**config.mk**
```make
export PLATFORM = sky130hd
export DESIGN_NAME = stack_with_key_removal
export DESIGN_NICKNAME = d
export VERILOG_FILES = /design/src/rtl/skr_pkg.sv /design/src/rtl/skr_store.sv /design/src/rtl/skr_ctrl.sv /design/src/rtl/stack_with_key_removal.sv
export SDC_FILE = /design/constraint.sdc
export NUM_CORES = 2
export LEC_CHECK = 0
export BUFFER_PORTS_ARGS = -buffer_cell sky130_fd_sc_hd__buf_4
export CORE_ASPECT_RATIO = 0.9
export CORE_MARGIN = 5
export CORE_UTILIZATION = 63
export DETAILED_ROUTE_END_ITERATION = 10
export GPL_ROUTABILITY_DRIVEN = 0
export PLACE_DENSITY = 0.76
export SYNTH_ARGS = -nofsm -noshare
export SYNTH_HDL_FRONTEND = slang
export SYNTH_SLANG_ARGS = --single-unit
```
**constraint.sdc**
```tcl
create_clock -name clk -period 5.9 [get_ports clk]
set_clock_uncertainty 0.1 [all_clocks]
set_input_delay 0.295 -clock clk [delete_from_list [all_inputs] [get_ports clk]]
set_output_delay 0.295 -clock clk [all_outputs]
set_load 0.05 [all_outputs]
```
**src/rtl/skr_pkg.sv**
```systemverilog
// Shared types and codes for the key-removal stack.
// Beat structs for both channels, op and status codes, default depth.
// No dependencies.
`default_nettype none

package skr_pkg;

  localparam int STACK_DEPTH_DEF = 64;
  localparam int KEY_W           = 32;
  localparam int DEPTH_W         = 7;

  // op codes
  localparam logic [1:0] OP_PUSH   = 2'd0;
  localparam logic [1:0] OP_POP    = 2'd1;
  localparam logic [1:0] OP_REMOVE = 2'd2;
  localparam logic [1:0] OP_UNUSED = 2'd3;  // no-op, answered with plain ok

  // status codes
  localparam logic [1:0] ST_OK       = 2'd0;
  localparam logic [1:0] ST_EMPTY    = 2'd1;
  localparam logic [1:0] ST_FULL     = 2'd2;
  localparam logic [1:0] ST_NOTFOUND = 2'd3;

  typedef struct packed {
    logic [1:0]              op;
    logic signed [KEY_W-1:0] key;
  } in_beat_t;

  typedef struct packed {
    logic [1:0]              status;
    logic signed [KEY_W-1:0] popped_key;
    logic [DEPTH_W-1:0]      depth;
  } out_beat_t;

endpackage

`default_nettype wire

```
**src/rtl/skr_store.sv**
```systemverilog
// Entry store: one write port, one read port with registered read data.
// Uses skr_pkg for the key width.
`default_nettype none

module skr_store #(
  parameter int DEPTH = skr_pkg::STACK_DEPTH_DEF,
  parameter int AW    = $clog2(DEPTH)
) (
  input  wire logic                            clk,
  input  wire logic                            wr_en,
  input  wire logic [AW-1:0]                   wr_addr,
  input  wire logic signed [skr_pkg::KEY_W-1:0] wr_data,
  input  wire logic                            rd_en,
  input  wire logic [AW-1:0]                   rd_addr,
  output logic signed [skr_pkg::KEY_W-1:0]     rd_data
);

  logic signed [skr_pkg::KEY_W-1:0] mem [DEPTH];

  always_ff @(posedge clk) begin
    if (wr_en) begin
      mem[wr_addr] <= wr_data;
    end
  end

  always_ff @(posedge clk) begin
    if (rd_en) begin
      rd_data <= mem[rd_addr];
    end
  end

endmodule

`default_nettype wire

```
**src/rtl/skr_ctrl.sv**
```systemverilog
// Sequencer for push, pop and the remove-by-key compaction walk.
// One key comparator is reused for every entry during a remove.
// Uses skr_pkg; drives the ports of skr_store.
`default_nettype none

module skr_ctrl #(
  parameter int DEPTH = skr_pkg::STACK_DEPTH_DEF,
  parameter int AW    = $clog2(DEPTH),
  parameter int CW    = $clog2(DEPTH + 1)
) (
  input  wire logic                             clk,
  input  wire logic                             rst,
  input  wire logic                             accept,
  input  wire skr_pkg::in_beat_t                in_beat,
  output logic                                  idle,
  output logic                                  res_valid,
  output skr_pkg::out_beat_t                    res,
  input  wire logic                             res_take,
  output logic                                  mem_we,
  output logic [AW-1:0]                         mem_waddr,
  output logic signed [skr_pkg::KEY_W-1:0]      mem_wdata,
  output logic                                  mem_re,
  output logic [AW-1:0]                         mem_raddr,
  input  wire logic signed [skr_pkg::KEY_W-1:0] mem_rdata
);

  localparam logic [1:0] S_IDLE = 2'd0;
  localparam logic [1:0] S_POP  = 2'd1;
  localparam logic [1:0] S_RM   = 2'd2;
  localparam logic [1:0] S_DONE = 2'd3;

  logic [1:0]                       state;
  logic [CW-1:0]                    count;
  logic [CW-1:0]                    cnt_m1;
  logic [CW-1:0]                    rd;
  logic [CW-1:0]                    wr;
  logic                             pend;
  logic signed [skr_pkg::KEY_W-1:0] key;
  logic                             full;
  logic                             empty;
  logic                             keep;

  assign cnt_m1    = count - 1'b1;
  assign full      = (count == CW'(DEPTH));
  assign empty     = (count == '0);
  assign keep      = pend && (mem_rdata != key);
  assign idle      = (state == S_IDLE);
  assign res_valid = (state == S_DONE);

  always_comb begin
    mem_we    = 1'b0;
    mem_waddr = '0;
    mem_wdata = in_beat.key;
    mem_re    = 1'b0;
    mem_raddr = '0;
    if (state == S_IDLE && accept) begin
      if (in_beat.op == skr_pkg::OP_PUSH && !full) begin
        mem_we    = 1'b1;
        mem_waddr = count[AW-1:0];
      end
      if (in_beat.op == skr_pkg::OP_POP && !empty) begin
        mem_re    = 1'b1;
        mem_raddr = cnt_m1[AW-1:0];
      end
    end else if (state == S_RM) begin
      // compaction: surviving entry moves down to the write pointer
      if (keep) begin
        mem_we    = 1'b1;
        mem_waddr = wr[AW-1:0];
        mem_wdata = mem_rdata;
      end
      if (rd != count) begin
        mem_re    = 1'b1;
        mem_raddr = rd[AW-1:0];
      end
    end
  end

  always_ff @(posedge clk) begin
    if (rst) begin
      state <= S_IDLE;
      count <= '0;
      pend  <= 1'b0;
    end else begin
      unique case (state)
        S_IDLE: begin
          if (accept) begin
            key            <= in_beat.key;
            res.popped_key <= '0;
            case (in_beat.op)
              skr_pkg::OP_PUSH: begin
                state <= S_DONE;
                if (full) begin
                  res.status <= skr_pkg::ST_FULL;
                  res.depth  <= skr_pkg::DEPTH_W'(count);
                end else begin
                  res.status <= skr_pkg::ST_OK;
                  res.depth  <= skr_pkg::DEPTH_W'(count + 1'b1);
                  count      <= count + 1'b1;
                end
              end
              skr_pkg::OP_POP: begin
                if (empty) begin
                  res.status <= skr_pkg::ST_EMPTY;
                  res.depth  <= skr_pkg::DEPTH_W'(count);
                  state      <= S_DONE;
                end else begin
                  res.status <= skr_pkg::ST_OK;
                  state      <= S_POP;
                end
              end
              skr_pkg::OP_REMOVE: begin
                rd    <= '0;
                wr    <= '0;
                pend  <= 1'b0;
                state <= S_RM;
              end
              default: begin
                res.status <= skr_pkg::ST_OK;
                res.depth  <= skr_pkg::DEPTH_W'(count);
                state      <= S_DONE;
              end
            endcase
          end
        end
        S_POP: begin
          res.popped_key <= mem_rdata;
          res.depth      <= skr_pkg::DEPTH_W'(cnt_m1);
          count          <= cnt_m1;
          state          <= S_DONE;
        end
        S_RM: begin
          if (keep) begin
            wr <= wr + 1'b1;
          end
          if (rd != count) begin
            rd   <= rd + 1'b1;
            pend <= 1'b1;
          end else begin
            pend <= 1'b0;
          end
          if (!pend && rd == count) begin
            count      <= wr;
            res.depth  <= skr_pkg::DEPTH_W'(wr);
            res.status <= (wr != count) ? skr_pkg::ST_OK : skr_pkg::ST_NOTFOUND;
            state      <= S_DONE;
          end
        end
        S_DONE: begin
          if (res_take) begin
            state <= S_IDLE;
          end
        end
        default: begin
          state <= S_IDLE;
        end
      endcase
    end
  end

endmodule

`default_nettype wire

```
**src/rtl/stack_with_key_removal.sv**
```systemverilog
// Top level of the bounded LIFO stack with delete-by-key.
// Depends on skr_pkg, skr_store and skr_ctrl.
//
// Bounded LIFO of signed 32-bit keys held in a single-port-write,
// single-port-read memory of STACK_DEPTH entries. Each input beat gives
// exactly one output beat carrying status, popped key and depth after the
// operation. Push, rejected pop and the unused op code set the result at
// the accept; a pop adds one memory read with registered data; a remove
// runs a walk that reads one entry per cycle through the memory read port
// and compares it against the key in one shared comparator, writing
// survivors back down in place. The block takes one beat at a time:
// in_stall is high from the accept until the result has moved into the
// output register, which then frees the input even while out_stall holds
// the result; the next beat can be taken in the following cycle.
// Push to a full stack and pop from an empty one leave the stack untouched.
// Depth is reported in 7 bits and wraps above 127.
// The memory has no reset and no clearing pass; only written entries are
// ever read.
`default_nettype none

module stack_with_key_removal #(
  parameter int STACK_DEPTH = skr_pkg::STACK_DEPTH_DEF
) (
  input  wire logic                clk,
  input  wire logic                rst,
  input  wire logic                in_valid,
  output logic                     in_stall,
  input  wire skr_pkg::in_beat_t   in_data,
  output logic                     out_valid,
  input  wire logic                out_stall,
  output skr_pkg::out_beat_t       out_data
);

  localparam int AW = $clog2(STACK_DEPTH);
  localparam int CW = $clog2(STACK_DEPTH + 1);

  logic                             idle;
  logic                             accept;
  logic                             res_valid;
  skr_pkg::out_beat_t               res;
  logic                             res_take;
  logic                             mem_we;
  logic [AW-1:0]                    mem_waddr;
  logic signed [skr_pkg::KEY_W-1:0] mem_wdata;
  logic                             mem_re;
  logic [AW-1:0]                    mem_raddr;
  logic signed [skr_pkg::KEY_W-1:0] mem_rdata;

  // input side: one beat in flight at a time
  assign in_stall = !idle;
  assign accept   = in_valid && idle;

  // result moves into the output register whenever it is empty or draining
  assign res_take = res_valid && (!out_valid || !out_stall);

  skr_ctrl #(
    .DEPTH(STACK_DEPTH),
    .AW   (AW),
    .CW   (CW)
  ) u_ctrl (
    .clk      (clk),
    .rst      (rst),
    .accept   (accept),
    .in_beat  (in_data),
    .idle     (idle),
    .res_valid(res_valid),
    .res      (res),
    .res_take (res_take),
    .mem_we   (mem_we),
    .mem_waddr(mem_waddr),
    .mem_wdata(mem_wdata),
    .mem_re   (mem_re),
    .mem_raddr(mem_raddr),
    .mem_rdata(mem_rdata)
  );

  skr_store #(
    .DEPTH(STACK_DEPTH),
    .AW   (AW)
  ) u_store (
    .clk    (clk),
    .wr_en  (mem_we),
    .wr_addr(mem_waddr),
    .wr_data(mem_wdata),
    .rd_en  (mem_re),
    .rd_addr(mem_raddr),
    .rd_data(mem_rdata)
  );

  // output register: valid is control, beat payload needs no reset
  always_ff @(posedge clk) begin
    if (rst) begin
      out_valid <= 1'b0;
    end else if (res_take) begin
      out_valid <= 1'b1;
    end else if (!out_stall) begin
      out_valid <= 1'b0;
    end
  end

  always_ff @(posedge clk) begin
    if (res_take) begin
      out_data <= res;
    end
  end

endmodule

`default_nettype wire

```
==> run_results.csv <==
group,metric,value,unit
floorplanning,floorplan.rows,129,
worst_setup_path,reg2regPathDepth,12,
synthesis,yosysUniqueCellTypes,63,
global_routing,grt_pass1_vias,50900,
floorplanning,effective_utilization_at_floorplan,0.6325,
cts,cts_htree_levels,4,
route,num_vias,52380,
global_routing,grt_overflow_total,0,
finish,drive_gt1_frac,0.1714,
finish,signed_area_change_from_the_synthesized_netlist_to_the_final_layout,13.59,%
min_path,hold_path_class,"input pin to flop",
synthesis,synth_edf_count,2208,
synthesis,syn-num-nets,5261,
floorplanning,die-height,361.9,microns
sta,period_share,0.9319,
synthesis,yosysWarnings,0,
finish,final_core_density,0.7185,
sta,worst-slew-pin-transition,1.600,ns
worst_setup_path,path_class,"flop to flop",
route,drt_pre_antenna_iters,9,
pwr,leakage_power,32.22,nW
route,routedWlPerCell,32.47,microns
route,route.antenna.remaining_nets,0,
floorplanning,placeableCoreArea,137000,sq um
placement,dpl.cell_count,7069,
finish,final_cells,7502,
pwr,power_per_cell_area,416.0,nW/um^2
global_routing,initial_antenna_violation_count,14,
sta,setup_viol,0,
worst_setup_path,worstSetupEndpointType,"flop",
sta,period_needed,5.498,ns
worst_setup_path,critical_path_maximum_fanout,165,
placement,io_buffer_count,80,
floorplanning,die_w,401.0,microns
worst_setup_path,critPathRequiredTime,6.38,ns
sta,final-max-slew-violation-count,2,
floorplanning,dieArea,145100,sq um
cts,cts-buffers-inserted,207,
job,max-cap-violations,1,
sta,grt_setup_unrepaired,"false",
global_routing,gr-usage-all-layers,0.3336,
finish,fillCellCount,7837,
synthesis,yosys_most_used_dff,"sky130_fd_sc_hd__edfxtp_1",
outcome,failed_checks,"max-capacitance violations, max-slew violations",
synthesis,synth_top_area_frac,0.7650,
worst_setup_path,timing.critical_path.from_type,"flop",
sta,summed_negative_setup_slack_over_all_endpoints,0,ns
min_path,holdPathStages,6,
placement,detailed_place_hpwl,139200,microns
global_routing,grt_max_degree,166,
route,drt_iter0_markers,9013,
cts,clk_latency,0.84,ns
cts,clk_sink_count,2219,
global_routing,grt_pass1_wl,351600,microns
pwr,peakVddDrop,0.0003537,V
synthesis,post_synth.cell_area_avg,16.64,sq um
cts,tritoncts,"built",
route,post_drt_via_cell_ratio,6.982,
synthesis,synth-async-reset-ratio,0,
synthesis,synth.top_cells.by_area,"sky130_fd_sc_hd__edfxtp_1 (76%), sky130_fd_sc_hd__mux4_2 (4.3%), sky130_fd_sc_hd__nand2_1 (3.6%)",
cts,cts_buffer_depth,3,
synthesis,seq_area_frac_synth,0.7675,
sta,max-slew-margin-rel,-0.07642,
synthesis,synth_area_leader_cell,"sky130_fd_sc_hd__edfxtp_1",
synthesis,post_synth_instance_area,86680,sq um
sta,hold_viol_final,0,
synthesis,ys_seq_elements,2219,
route,route.detailed.drc,0,
outcome,status,"complete, but fails checks",
worst_setup_path,worst_ep_arrival_time,5.98,ns
route,wl,243600,microns
cts,cts.root.buffer_cell,"sky130_fd_sc_hd__clkbuf_16",
finish,fin_nets,5532,
synthesis,yosys.cell_count.top_type,"sky130_fd_sc_hd__edfxtp_1",
sta,max_freq,0.1819,GHz
synthesis,syn_inst,5210,
synthesis,ys_top_cells_by_count,"sky130_fd_sc_hd__edfxtp_1 (2,208), sky130_fd_sc_hd__nand2_1 (823), sky130_fd_sc_hd__a21oi_1 (278), sky130_fd_sc_hd__mux2i_1 (190), sky130_fd_sc_hd__clkbuf_1 (165)",
floorplanning,floorplan.io_pins,81,
cts,clock_transition_at_the_registers_of_the_reported_paths,0.07,ns
[metrics by stage]
stage          instance area [sq um]  setup WS, ns  power [mW]  hold WS [ns]
6_report                       98460        0.4015       40.96       0.03693
5_1_grt                        98450        0.2530       42.12       0.06574
4_1_cts                        98450        0.6026       40.68      0.002207
3_5_place_dp                   91290        0.6525       27.55        0.3045
3_3_place_gp                   91290        0.6681       27.40        0.3019
2_1_floorplan                  86680         1.659       24.01        0.2641
[cell usage in the layout (no fill, tap or decap), types with 23 or more instances in the layout]
master,Yosys,layout
sky130_fd_sc_hd__nor2_4,0,65
sky130_fd_sc_hd__edfxtp_1,2208,2208
sky130_fd_sc_hd__a211oi_1,92,92
sky130_fd_sc_hd__clkinv_2,0,41
sky130_fd_sc_hd__a32oi_1,65,65
sky130_fd_sc_hd__nor4_1,50,49
sky130_fd_sc_hd__dlygate4sd3_1,0,37
sky130_fd_sc_hd__clkbuf_16,0,214
sky130_fd_sc_hd__mux4_2,164,164
sky130_fd_sc_hd__nand3_1,157,157
sky130_fd_sc_hd__nor2_1,120,55
sky130_fd_sc_hd__clkinv_1,0,57
sky130_fd_sc_hd__a21oi_1,278,275
sky130_fd_sc_hd__mux2_2,34,34
sky130_fd_sc_hd__and3_1,39,39
sky130_fd_sc_hd__nand2_1,823,820
sky130_fd_sc_hd__a22o_1,27,26
sky130_fd_sc_hd__o21ai_0,24,23
sky130_fd_sc_hd__and2_1,46,44
sky130_fd_sc_hd__buf_12,1,45
sky130_fd_sc_hd__a221oi_1,134,134
sky130_fd_sc_hd__mux2i_1,190,190
sky130_fd_sc_hd__a31oi_1,81,81
sky130_fd_sc_hd__buf_4,32,317
sky130_fd_sc_hd__a22oi_1,33,31
sky130_fd_sc_hd__clkbuf_1,165,39
sky130_fd_sc_hd__xor2_1,47,47
[metal layers]
metal | vias up | share of wire | wire length (microns) | global-route usage
li1 | 21120 | - | - | -
met2 | 4463 | 0.45 | 108900 | 0.4956
met4 | 18 | 0.050 | 12290 | 0.1451
met5 | - | 0.00046 | 112 | 0
met3 | 765 | 0.15 | 36870 | 0.1018
met1 | 26010 | 0.35 | 85450 | 0.4673
[worst paths after layout]
check | start | end | slack (ns)
worst max-delay path | u_ctrl.count[0] | u_store.rd_data[19] | 0.40
worst min-delay path | in_data[32] | u_ctrl.state[0] | 0.04
worst max register to register | u_ctrl.count[0] | u_store.rd_data[19] | 0.40
worst min register to register | u_ctrl.res[32] | out_data[32] | 0.32
[worst max-delay path, cell delays in order (launching register included)]
cell                       delay (ns)
sky130_fd_sc_hd__dfxtp_1         0.43
sky130_fd_sc_hd__inv_1           0.20
sky130_fd_sc_hd__ha_1            0.26
sky130_fd_sc_hd__nor2b_1         0.28
sky130_fd_sc_hd__a31oi_4         0.19
sky130_fd_sc_hd__nand2_1         0.20
sky130_fd_sc_hd__and2_4          0.75
sky130_fd_sc_hd__buf_12          0.61
sky130_fd_sc_hd__a221oi_1        0.18
sky130_fd_sc_hd__nor4_1          1.33
sky130_fd_sc_hd__nor2_1          0.08
sky130_fd_sc_hd__buf_4           0.23
sky130_fd_sc_hd__a211o_1         0.24
[timing repair]
item / in CTS / in global routing
setup buffers: 0 / 0
endpoints found under the hold margin: 103 / 0
resized for setup: 0 / 0
hold buffers: 37 / 0
[state kept, by name, summed over array words and instances, names as in the netlist]
register,count
out_data,41
out_valid,1
u_ctrl.count,7
u_ctrl.key,32
u_ctrl.pend,1
u_ctrl.rd,7
u_ctrl.res,41
u_ctrl.state,2
u_ctrl.wr,7
u_store.mem,2048
u_store.rd_data,32
[cell type report]
| class | instances | area [sq um] | area share |
|---|---|---|---|
| Sequential cell | 2219 | 66520 | 0.6756 |
| Multi-Input combinational cell | 2639 | 19140 | 0.1944 |
| Clock buffer | 253 | 5502 | 0.05588 |
| Timing Repair Buffer | 399 | 3651 | 0.03708 |
| Tap cell | 1834 | 2295 | 0.02331 |
| Clock inverter | 139 | 1284 | 0.01304 |
| Inverter | 15 | 56.30 | 0.0005718 |
| Antenna cell | 4 | 10.01 | 0.0001017 |
[report_power, final]
part           leakage (nW)  switching (mW)  internal [mW]
combinational          8.93            6.34           3.06
sequential             20.0           0.307           17.9
clock                  3.31            5.76           7.56
total                  32.2            12.4           28.5
[cells by family after synthesis]
logic type / count (synthesis) / share of synthesized area
compound gates: 898 / 0.07330
simple gates: 1273 / 0.06249
fa+ha+maj: 13 / 0.001877
flops: 2219 / 0.7675
mux: 388 / 0.06897
buf+inv: 352 / 0.01910
xor+xnor: 67 / 0.006770
No activity file was read; power rests on OpenSTA's default activity.
